### src/hdl/mbb_pkg.sv
`timescale 1ns / 1ps
// ----------------------------------------------------------------------------
// mbb_pkg
// Shared widths, codes, the per-pixel step record and the size clamp.
// ----------------------------------------------------------------------------
package mbb_pkg;

    localparam int DIM_W     = 11;          // display and image sizes
    localparam int POS_W     = 10;          // placement offsets
    localparam int PIX_W     = DIM_W + 1;   // placed pixel coordinate
    localparam int IDX_W     = 2 * DIM_W;   // pixel bit index in the store
    localparam int BYTE_W    = 8;
    localparam int ADDR_W    = 16;
    localparam int OP_W      = 2;
    localparam int CFG_IDX_W = 3;

    localparam logic [OP_W-1:0] OP_BLIT  = 2'd0;
    localparam logic [OP_W-1:0] OP_READ  = 2'd1;
    localparam logic [OP_W-1:0] OP_WRITE = 2'd2;

    localparam logic [CFG_IDX_W-1:0] CFG_DISPLAY_WIDTH  = 3'd0;
    localparam logic [CFG_IDX_W-1:0] CFG_DISPLAY_HEIGHT = 3'd1;
    localparam logic [CFG_IDX_W-1:0] CFG_DEST_X         = 3'd2;
    localparam logic [CFG_IDX_W-1:0] CFG_DEST_Y         = 3'd3;
    localparam logic [CFG_IDX_W-1:0] CFG_IMAGE_WIDTH    = 3'd4;
    localparam logic [CFG_IDX_W-1:0] CFG_IMAGE_HEIGHT   = 3'd5;

    // Outcome of one source pixel at the current position.
    typedef struct packed {
        logic             consumed;  // image fully consumed at the current position
        logic             skip;      // pixel falls past the image end
        logic             draw;      // pixel lands inside the display
        logic [DIM_W-1:0] col_next;
        logic [DIM_W-1:0] row_next;
        logic [PIX_W-1:0] px;
        logic [PIX_W-1:0] py;
    } pix_step_t;

    function automatic logic [DIM_W-1:0] clamp_dim(input logic [DIM_W-1:0] v,
                                                   input int max_dim);
        logic [DIM_W-1:0] r;
        r = v;
        if (int'(v) > max_dim)
            r = DIM_W'(max_dim);
        return r;
    endfunction

endpackage

### src/hdl/mbb_pixel_step.sv
`timescale 1ns / 1ps
// ----------------------------------------------------------------------------
// mbb_pixel_step
// Position advance and clipping for one source pixel.
// ----------------------------------------------------------------------------
module mbb_pixel_step (
    input  logic [mbb_pkg::DIM_W-1:0] col,
    input  logic [mbb_pkg::DIM_W-1:0] row,
    input  logic [mbb_pkg::DIM_W-1:0] img_w,
    input  logic [mbb_pkg::DIM_W-1:0] img_h,
    input  logic [mbb_pkg::DIM_W-1:0] disp_w,
    input  logic [mbb_pkg::DIM_W-1:0] disp_h,
    input  logic [mbb_pkg::POS_W-1:0] dest_x,
    input  logic [mbb_pkg::POS_W-1:0] dest_y,
    output mbb_pkg::pix_step_t        step
);
    import mbb_pkg::*;

    logic             consumed;
    logic             wrap;
    logic [DIM_W-1:0] c1;
    logic [DIM_W-1:0] r1;
    logic [DIM_W-1:0] c2;

    assign consumed = (img_w == '0) || (img_h == '0) || (row >= img_h);
    assign wrap     = (col >= img_w);
    assign c1       = wrap ? '0 : col;
    assign r1       = wrap ? row + DIM_W'(1) : row;
    assign c2       = c1 + DIM_W'(1);

    always_comb
    begin
        step.consumed = consumed;
        step.px       = PIX_W'(dest_x) + PIX_W'(c1);
        step.py       = PIX_W'(dest_y) + PIX_W'(r1);
        step.skip     = 1'b0;
        step.col_next = c2;
        step.row_next = r1;
        if (consumed)
        begin
            step.skip     = 1'b1;
            step.col_next = col;
            step.row_next = row;
        end
        else if (wrap && (r1 >= img_h))
        begin
            step.skip     = 1'b1;
            step.col_next = '0;
            step.row_next = r1;
        end
        else if (c2 >= img_w)
        begin
            step.col_next = '0;
            step.row_next = r1 + DIM_W'(1);
        end
        step.draw = !step.skip && (disp_w != '0) && (disp_h != '0)
                    && (step.px < PIX_W'(disp_w)) && (step.py < PIX_W'(disp_h));
    end

endmodule

### config.mk
export PLATFORM = sky130hd
export DESIGN_NAME = mbb_pixel_step
export DESIGN_NICKNAME = d
export VERILOG_FILES = /design/src/hdl/mbb_pkg.sv /design/src/hdl/mbb_pixel_step.sv
export SDC_FILE = /design/constraint.sdc
export NUM_CORES = 1
export LEC_CHECK = 0
export ABC_AREA = 0
export BUFFER_PORTS_ARGS = -buffer_cell sky130_fd_sc_hd__buf_2
export CORE_MARGIN = 2
export CORE_UTILIZATION = 54
export DETAILED_ROUTE_END_ITERATION = 16
export PLACE_DENSITY = 0.85
export SETUP_SLACK_MARGIN = 0.02
export SYNTH_ARGS = -nofsm -noshare
export SYNTH_HDL_FRONTEND = slang
export SYNTH_SLANG_ARGS = --single-unit
export TNS_END_PERCENT = 5
### constraint.sdc
create_clock -name vclk -period 6.05
set_clock_uncertainty 0.15 [all_clocks]
set_input_delay 0.3025 -clock vclk [all_inputs]
set_output_delay 0.3025 -clock vclk [all_outputs]
set_load 0.005 [all_outputs]
==> flow_summary.json, run 1 <==
{
  "required_ns": 5.60,
  "setup_viol": 0,
  "synth.avg_cell_area_sq_um": 6.948,
  "hold_buffers": 0,
  "overflow": 0,
  "via_per_inst": 6.063,
  "drt-initial-drc-count": 314,
  "yosysTopAreaCell": "ha_1",
  "fin_nets": 870,
  "drive_gt1_share_pct": 23.85,
  "hold_violations": 0,
  "grt_util_met3_pct": 3.521,
  "crit_arrival_ns": 5.16,
  "cp-end-kind": "output pin",
  "status": "complete, no violations",
  "yosysWarnings": 0,
  "die_y_um": 89.87,
  "dieWidth_um": 89.87,
  "finalCritPeriodShare_pct": 92.81,
  "num_vias": 4820,
  "ant_nets": 0,
  "syn_nets": 745,
  "pwr-share-clk_pct": 0,
  "critPathBufInv": 4,
  "routabilityCongestion": 0.9510,
  "antenna_cells": 0,
  "grt_use_met2_pct": 54.92,
  "p_leak_nw": 2.455,
  "seq_area_sq_um": 0,
  "power_uw": 616.5,
  "dp_hpwl_mm": 10.76,
  "fmax_mhz": 178.1,
  "startpoint_type": "primary input",
  "die-area_sq_um": 8076,
  "port_buffers": 135,
  "fin_crit_ns": 5.615,
  "ioPinCount": 135,
  "path_class": "primary input to output pin",
  "combinationalPowerShare_pct": 100.0,
  "fillers": 645,
  "design.seq.count": 0,
  "power_frac_seq_pct": 0,
  "synthTopCellsByArea": "ha_1, xnor2_1, a21oi_1, inv_1, o21ai_0",
  "slew_viol_final": 0,
  "rsz0062_at_grt": "false",
  "tightestPinTransition_ns": 0.6809,
  "ys_seq_area_share_pct": 0,
  "core-area_sq_um": 7214,
  "hold_class": "primary input to output pin",
  "swShare_pct": 55.98,
  "firstDrtPassIters": 5,
  "ys_types": 71,
  "antenna_found_initial": 0,
  "netlist.area_leader.share_pct": 26.71,
  "clock_buffers": 0,
  "intPower_uw": 271.4,
  "area_growth_pct": 20.02,
  "syn_area_sq_um": 3981,
  "syn-instance-count": 573,
  "drv_cap": 0,
  "grtUsageTotal_pct": 30.13,
  "first_global_vias": 4694,
  "cp_max_fo": 8,
  "wl_per_cell_um": 16.16,
  "critical-path-max-stage-delay_ns": 0.33,
  "crit_family": "compound AO/OA/AOI/OAI gates",
  "relSlewSlack_pct": 54.28,
  "fp-row-count": 31,
  "power.density_nw_per_um2": 129.0,
  "fin_setup_tns_ns": 0,
  "wl_mm": 12.85,
  "grt_max_degree": 35,
  "start_util_pct": 55.19,
  "p_sw_uw": 345.2,
  "grt_pass1_wl_mm": 21.18,
  "grt.met1_usage_pct": 37.76,
  "drcViolationCount": 0,
  "slowest_stage": "ha_1",
  "busiest_layer": "met2",
  "ir_drop_uv": 54.17
}
power groups by stage:
stage | sequential (mW) | clock, mW | combinational [mW]
floorplan | 0 | 0 | 0.389
global placement | 0 | 0 | 0.573
detailed placement | 0 | 0 | 0.596
CTS | 0 | 0 | 0.599
global route | 0 | 0 | 0.685
finish | 0 | 0 | 0.617
layer usage:
| metal | up-vias | part of all wire [%] |
|---|---|---|
| li1 | 2356 | - |
| met1 | 2199 | 41 |
| met2 | 236 | 49 |
| met3 | 29 | 7.9 |
| met4 | 0 | 2.1 |
| met5 | - | 0 |
cell usage in the layout, fill, tap and decap left out, types with 3 or more instances in the layout:
| cell | n |
|---|---|
| nand2b_1 | 7 |
| nand3b_1 | 3 |
| nor4_1 | 11 |
| a22o_1 | 10 |
| o21a_1 | 3 |
| mux2i_1 | 3 |
| nor2b_1 | 8 |
| nor2_1 | 31 |
| nand4_1 | 8 |
| nor3_1 | 12 |
| o21ai_0 | 39 |
| nand3_1 | 24 |
| and2_1 | 15 |
| a31oi_1 | 4 |
| o211ai_1 | 3 |
| o21bai_1 | 5 |
| buf_4 | 10 |
| o2111ai_1 | 5 |
| xnor2_1 | 27 |
| xor2_1 | 13 |
| buf_2 | 135 |
| ha_1 | 84 |
| a21oi_1 | 47 |
| nand2_1 | 45 |
| and3_1 | 7 |
| inv_1 | 59 |
| a21o_1 | 11 |
| a211o_1 | 7 |
| o31ai_1 | 3 |
| a211oi_1 | 5 |
metrics by stage:
stage / instance area (sq um) / hold WS, ns / instances / worst slack, ns / util, %
after floorplan: 3981 / 0.5104 / 573 / 0.6113 / -
after global placement: 4737 / 0.7797 / 792 / 0.4439 / 65.66
after detailed placement: 4737 / 0.7859 / 792 / 0.1732 / 65.66
after CTS: 4737 / 0.7864 / 792 / 0.1499 / 65.66
after global routing: 4778 / 0.8034 / 795 / 0.05128 / 66.23
final: 4778 / 0.7861 / 795 / 0.4351 / 66.23
worst paths after layout:
path	to	slack (ns)	cells past startpoint	start
setup / recovery	step[46]	0.44	25	col[7]
hold / removal	step[0]	0.79	3	dest_y[0]
logic make-up after synthesis:
family          count (synthesis)  synth area share [%]
xor+xnor                       41                 9.208
simple gates                  187                 24.54
mux                             3                0.7543
fa+ha+maj                      88                 27.72
compound gates                173                 29.70
buf+inv                        81                 8.076
synth_stat cells (3+ instances only):
library cell,number
a21oi_1,47
buf_2,5
a21o_1,11
a211oi_1,5
xnor2_1,27
o21ai_0,39
nor3_1,12
a22o_1,10
nor4_1,12
o31ai_1,3
nand2_1,45
a31oi_1,4
o21ai_1,3
nand2b_1,7
and2_1,15
nand3b_1,3
and3_1,7
o21bai_1,5
o2111ai_1,5
o21a_1,3
inv_1,59
o211ai_1,3
nor2b_1,8
xor2_1,13
nand4_1,8
nand3_1,24
clkbuf_1,14
mux2i_1,3
a211o_1,7
ha_1,85
nor2_1,31
final cells by class:
cell class	instances	area (sq um)	share of cell area, %
well taps	99	123.9	2.592
multi-input cells	492	3682	77.06
repair buffers	145	750.7	15.71
inverters	59	221.5	4.635
repair_timing:
item | 4_1_cts | 5_1_grt
setup buffers | 0 | 3
resized for setup | 0 | 5
endpoints found under the setup margin | 0 | 1
(Power assumes the default switching activity.)
==> run 2, diff against run 1 <==
--- a/config.mk
+++ b/config.mk
@@ -5,12 +5,12 @@
 export SDC_FILE = /design/constraint.sdc
 export NUM_CORES = 1
 export LEC_CHECK = 0
-export ABC_AREA = 0
+export ABC_AREA = 1
 export BUFFER_PORTS_ARGS = -buffer_cell sky130_fd_sc_hd__buf_2
-export CORE_MARGIN = 2
-export CORE_UTILIZATION = 54
+export CORE_MARGIN = 3
+export CORE_UTILIZATION = 55
 export DETAILED_ROUTE_END_ITERATION = 16
-export PLACE_DENSITY = 0.85
+export PLACE_DENSITY = 0.86
 export SETUP_SLACK_MARGIN = 0.02
 export SYNTH_ARGS = -nofsm -noshare
 export SYNTH_HDL_FRONTEND = slang
==> run 2 against run 1 <==
  * Combinational power up 10%
  * Power is 10% higher
  * Cell count rose by 17%
  * Core utilization grew 3.1 points
  * Sequential share of layout area unchanged
  * Hold slack better by 0.036 ns
  * Synthesized area increased by 3.4%
  * Via count increased by 3.9%
  * Largest cell class unchanged
==> flow_summary.json, run 2 <==
{
  "tightestPinTransition_ns": 0.5268,
  "grt_max_degree": 24,
  "overflow": 0,
  "crit_arrival_ns": 4.71,
  "multi_input_area_sq_um": 3547,
  "crit_top_cell": "nand2_1",
  "wl_per_cell_um": 13.33,
  "syn_nets": 879,
  "synthTopCellsByArea": "ha_1, nand2_1, inv_1, nand3_1, a21oi_1",
  "antenna_cells": 0,
  "cp-end-kind": "output pin",
  "yosysWarnings": 0,
  "seq_area_sq_um": 0,
  "drcViolationCount": 0,
  "slowest_stage": "nor2_1",
  "drv_cap": 0,
  "dp_slack_ns": 0.9787,
  "netlist.area_leader.share_pct": 25.83,
  "hold_buffers": 0,
  "pwr-share-clk_pct": 0,
  "cts_setup_buffers": 0,
  "startpoint_type": "primary input",
  "whs_endpoint": "step[43]",
  "combinationalPowerShare_pct": 100.0,
  "grtUsageTotal_pct": 28.04,
  "wl_mm": 12.43,
  "hold_violations": 0,
  "firstDrtPassIters": 5,
  "cp_max_fo": 15,
  "antenna_found_initial": 0,
  "holdWs_ns": 0.8220,
  "hold_class": "primary input to output pin",
  "start_util_pct": 58.66,
  "power_frac_seq_pct": 0,
  "syn_area_sq_um": 4118,
  "fin_setup_tns_ns": 0,
  "ys_types": 50,
  "die_y_um": 92.53,
  "power.density_nw_per_um2": 139.8,
  "status": "complete, no violations",
  "num_vias": 5008,
  "yosysTopAreaCell": "ha_1",
  "first_global_vias": 4666,
  "swShare_pct": 60.47,
  "p_sw_uw": 411.3,
  "setup_viol": 0,
  "drive_gt1_share_pct": 22.13,
  "final_cell_mix": "nand2_1, buf_2, inv_1",
  "fin_nets": 1010,
  "final_common_cell": "nand2_1",
  "core-area_sq_um": 7019,
  "fillers": 677,
  "intPower_uw": 268.9,
  "yosysMostFrequentCell": "nand2_1",
  "fmax_mhz": 193.6,
  "fin_crit_ns": 5.166,
  "routabilityCongestion": 0.9445,
  "synthTopCellsByCount": "nand2_1, inv_1, ha_1, nand3_1, nor2_1",
  "slew_viol_final": 0,
  "required_ns": 5.60,
  "die-area_sq_um": 8561,
  "ir_drop_uv": 73.31,
  "port_buffers": 135,
  "ant_nets": 0,
  "p_leak_nw": 2.968,
  "critical-path-max-stage-delay_ns": 0.46,
  "path_class": "primary input to output pin",
  "finalCritPeriodShare_pct": 85.38,
  "power_uw": 680.2,
  "clock_buffers": 0,
  "worst_slack_ns": 0.8844,
  "ys_seq_area_share_pct": 0,
  "rsz0062_at_grt": "false",
  "drt-initial-drc-count": 267,
  "cts_resized": 0,
  "grt_pass1_wl_mm": 20.64,
  "ioPinCount": 135,
  "design.seq.count": 0,
  "hp-start": "col[8]",
  "area_growth_pct": 18.20,
  "fp-row-count": 30,
  "dp_hpwl_mm": 11.02,
  "whs_path_depth": 4,
  "synth.avg_cell_area_sq_um": 5.824,
  "dieWidth_um": 92.53,
  "syn-instance-count": 707,
  "relSlewSlack_pct": 64.75,
  "via_per_inst": 5.373
}
[run 2: cell types whose count changed after synthesis, moves of 9 or more]
cell / delta
a21o_1: -10
a22o_1: -9
and2_1: -14
clkbuf_1: -12
inv_1: +71
nand2_1: +136
nand3_1: +26
nor2_1: +16
o21ai_0: -19
o21ai_1: +10
xnor2_1: -25
[run 2: cells by family (layout without fill, tap and decap cells)]
| kind of cell | count (synthesis) | after routing | share of synthesized area, % |
|---|---|---|---|
| AND/OR/NAND/NOR | 355 | 355 | 40.66 |
| buffers and inverters | 144 | 273 | 13.86 |
| AO/OA/AOI/OAI | 98 | 98 | 13.89 |
| adder cells (fa/ha/maj) | 86 | 86 | 26.31 |
| XOR/XNOR | 24 | 24 | 5.287 |
[run 2: layer usage]
metal / vias to the layer above / GRT usage, % / part of all wire, %
li1: 2570 / - / -
met1: 2241 / 37.45 / 46
met2: 187 / 51.36 / 48
met3: 10 / 1.462 / 6.1
met4: 0 / 2.228 / 0.68
met5: - / 0 / 0
[run 2: layout make-up]
class,count,share of cell area (%)
timing repair buffer,136,14.04
tap,96,2.468
multi-input combinational,563,72.88
inverter,137,10.62
[run 2: metrics by stage]
stage | cell area, sq um | utilization (%) | instances
final | 4867 | 69.34 | 932
after global routing | 4867 | 69.34 | 932
after CTS | 4867 | 69.34 | 932
after detailed placement | 4867 | 69.34 | 932
after global placement | 4867 | 69.34 | 932
after floorplan | 4118 | - | 707
[run 2: worst max path at each step]
stage / startpoint / end / slack [ns] / cells past startpoint
CTS: col[10] / step[32] / 0.96 / 31
finish: col[2] / step[32] / 0.88 / 31
global placement: col[0] / step[28] / 1.10 / 29
floorplan: img_w[10] / step[32] / 1.83 / 31
global route: col[2] / step[34] / 0.46 / 31
detailed placement: col[10] / step[32] / 0.98 / 31
[run 2: critical path, delay by kind of cell]
kind | cells | cell delay [ns]
AOI/OAI and AO/OA | 1 | 0.17
adders and majority gates | 3 | 0.88
buffers and inverters | 5 | 0.51
and+or+nand+nor | 22 | 2.84
[run 2: power by group through the flow]
| stage | Sequential (mW) | Combinational [mW] | Clock [mW] |
|---|---|---|---|
| after floorplan | 0 | 0.453 | 0 |
| after global placement | 0 | 0.650 | 0 |
| after detailed placement | 0 | 0.671 | 0 |
| after CTS | 0 | 0.674 | 0 |
| after global routing | 0 | 0.772 | 0 |
| final | 0 | 0.680 | 0 |
==> run 3, diff against run 2 <==
--- a/config.mk
+++ b/config.mk
@@ -8,9 +8,9 @@
 export ABC_AREA = 1
 export BUFFER_PORTS_ARGS = -buffer_cell sky130_fd_sc_hd__buf_2
 export CORE_MARGIN = 3
-export CORE_UTILIZATION = 55
+export CORE_UTILIZATION = 59
 export DETAILED_ROUTE_END_ITERATION = 16
-export PLACE_DENSITY = 0.86
+export PLACE_DENSITY = 0.91
 export SETUP_SLACK_MARGIN = 0.02
 export SYNTH_ARGS = -nofsm -noshare
 export SYNTH_HDL_FRONTEND = slang
==> constraint.sdc (replaced) <==
create_clock -name vclk -period 6.1
set_clock_uncertainty 0.15 [all_clocks]
set_input_delay 0.305 -clock vclk [all_inputs]
set_output_delay 0.305 -clock vclk [all_outputs]
set_load 0.005 [all_outputs]
==> run 3 against run 2 <==
  * Die area shrank 6.3%
  * Flip-flop and latch count is the same
  * Count of clock-buffer cells in the layout is the same
  * Largest power group unchanged
  * Design area is essentially flat
  * Non-clock buffer count is the same
  * Combinational power shrank 1%
  * Hold slack lost 0.0073 ns
  * Power shrank 1.0%
  * Highest routed layer unchanged
==> flow_summary.json, run 3 (same netlist as run 2, synthesis figures left out) <==
{
  "relSlewSlack_pct": 72.31,
  "slowest_stage": "nor2_1",
  "finalCritPeriodShare_pct": 80.95,
  "ant_nets": 0,
  "drive_gt1_share_pct": 22.13,
  "setup.worst_path.start": "img_w[2]",
  "ir_drop_uv": 67.10,
  "power_uw": 673.4,
  "fin_setup_tns_ns": 0,
  "clock_buffers": 0,
  "grt_max_degree": 24,
  "dp_slack_ns": 1.199,
  "critical-path-max-stage-delay_ns": 0.34,
  "final_common_cell": "nand2_1",
  "dieWidth_um": 89.54,
  "final_area_sq_um": 4863,
  "fin_util_pct": 74.05,
  "wl_mm": 12.25,
  "fin_nets": 1010,
  "critPathBufInv": 6,
  "place_area_sq_um": 4863,
  "drt-initial-drc-count": 260,
  "fin_crit_ns": 4.938,
  "wl_per_cell_um": 13.19,
  "drcViolationCount": 0,
  "drv_cap": 0,
  "start_util_pct": 62.70,
  "p_leak_nw": 2.968,
  "worst_slack_ns": 1.162,
  "seq_area_sq_um": 0,
  "status": "complete, no violations",
  "grtUsageTotal_pct": 29.57,
  "cts_setup_buffers": 0,
  "design.seq.count": 0,
  "hp-start": "dest_y[0]",
  "cts_resized": 0,
  "cp_max_fo": 15,
  "hold_buffers": 0,
  "crit_family": "simple AND/OR/NAND/NOR gates",
  "overflow": 0,
  "firstDrtPassIters": 4,
  "tightestPinTransition_ns": 0.4115,
  "die_y_um": 89.54,
  "slew_viol_final": 0,
  "hold_violations": 0,
  "ioPinCount": 135,
  "dp_hpwl_mm": 10.88,
  "grt_pass1_wl_mm": 19.59,
  "final_cell_mix": "nand2_1, buf_2, inv_1",
  "via_per_inst": 5.402,
  "first_global_vias": 4556,
  "startpoint_type": "primary input",
  "antenna_cells": 0,
  "crit_arrival_ns": 4.48,
  "port_buffers": 135,
  "routabilityCongestion": 0.9590,
  "num_vias": 5018,
  "die-area_sq_um": 8017,
  "rsz0062_at_grt": "false",
  "hold_class": "primary input to output pin",
  "fmax_mhz": 202.5,
  "fp-row-count": 29,
  "area_growth_pct": 18.11,
  "power.density_nw_per_um2": 138.5,
  "antenna_found_initial": 0,
  "path_class": "primary input to output pin",
  "whs_path_depth": 3,
  "required_ns": 5.64,
  "core-area_sq_um": 6568,
  "crit_top_cell": "nand2_1",
  "whs_endpoint": "step[0]",
  "cp-end-kind": "output pin",
  "setup_viol": 0
}
## run 3: metal layers
| metal | up-vias | routed length (um) | global-route usage, % |
|---|---|---|---|
| met5 | - | 0 | 0 |
| met4 | 0 | 162 | 5.277 |
| met3 | 20 | 923 | 1.659 |
| met2 | 256 | 5640 | 51.20 |
| met1 | 2163 | 5528 | 40.56 |
| li1 | 2579 | - | - |
## run 3: worst min-delay path: stages
cell	delay, ns
buf_2	0.08
ha_1	0.16
buf_2	0.12
## run 3: cell type report
type	count	area (sq um)
fillers	590	1704
multi-input cells	563	3547
well taps	93	116.4
inverters	137	516.7
repair buffers	136	683.2
## run 3: worst max-delay path by stage
stage	end	slack [ns]	cells past startpoint
4_1_cts	step[46]	1.19	28
3_5_place_dp	step[46]	1.20	28
3_3_place_gp	step[46]	1.28	27
6_report	step[30]	1.16	31
2_1_floorplan	step[32]	1.88	31
5_1_grt	step[30]	0.73	29
## run 3: power by group
part           switching (mW)  leakage (nW)  internal [mW]
clock network               0             0              0
registers                   0             0              0
logic                   0.408          2.97          0.266
total                   0.408          2.97          0.266
## run 3: through the flow
stage                     hold WS [ns]  instances
after global routing            0.8291        929
after floorplan                 0.5573        707
final                           0.8147        929
after detailed placement        0.8142        929
after CTS                       0.8150        929
after global placement          0.8112        929
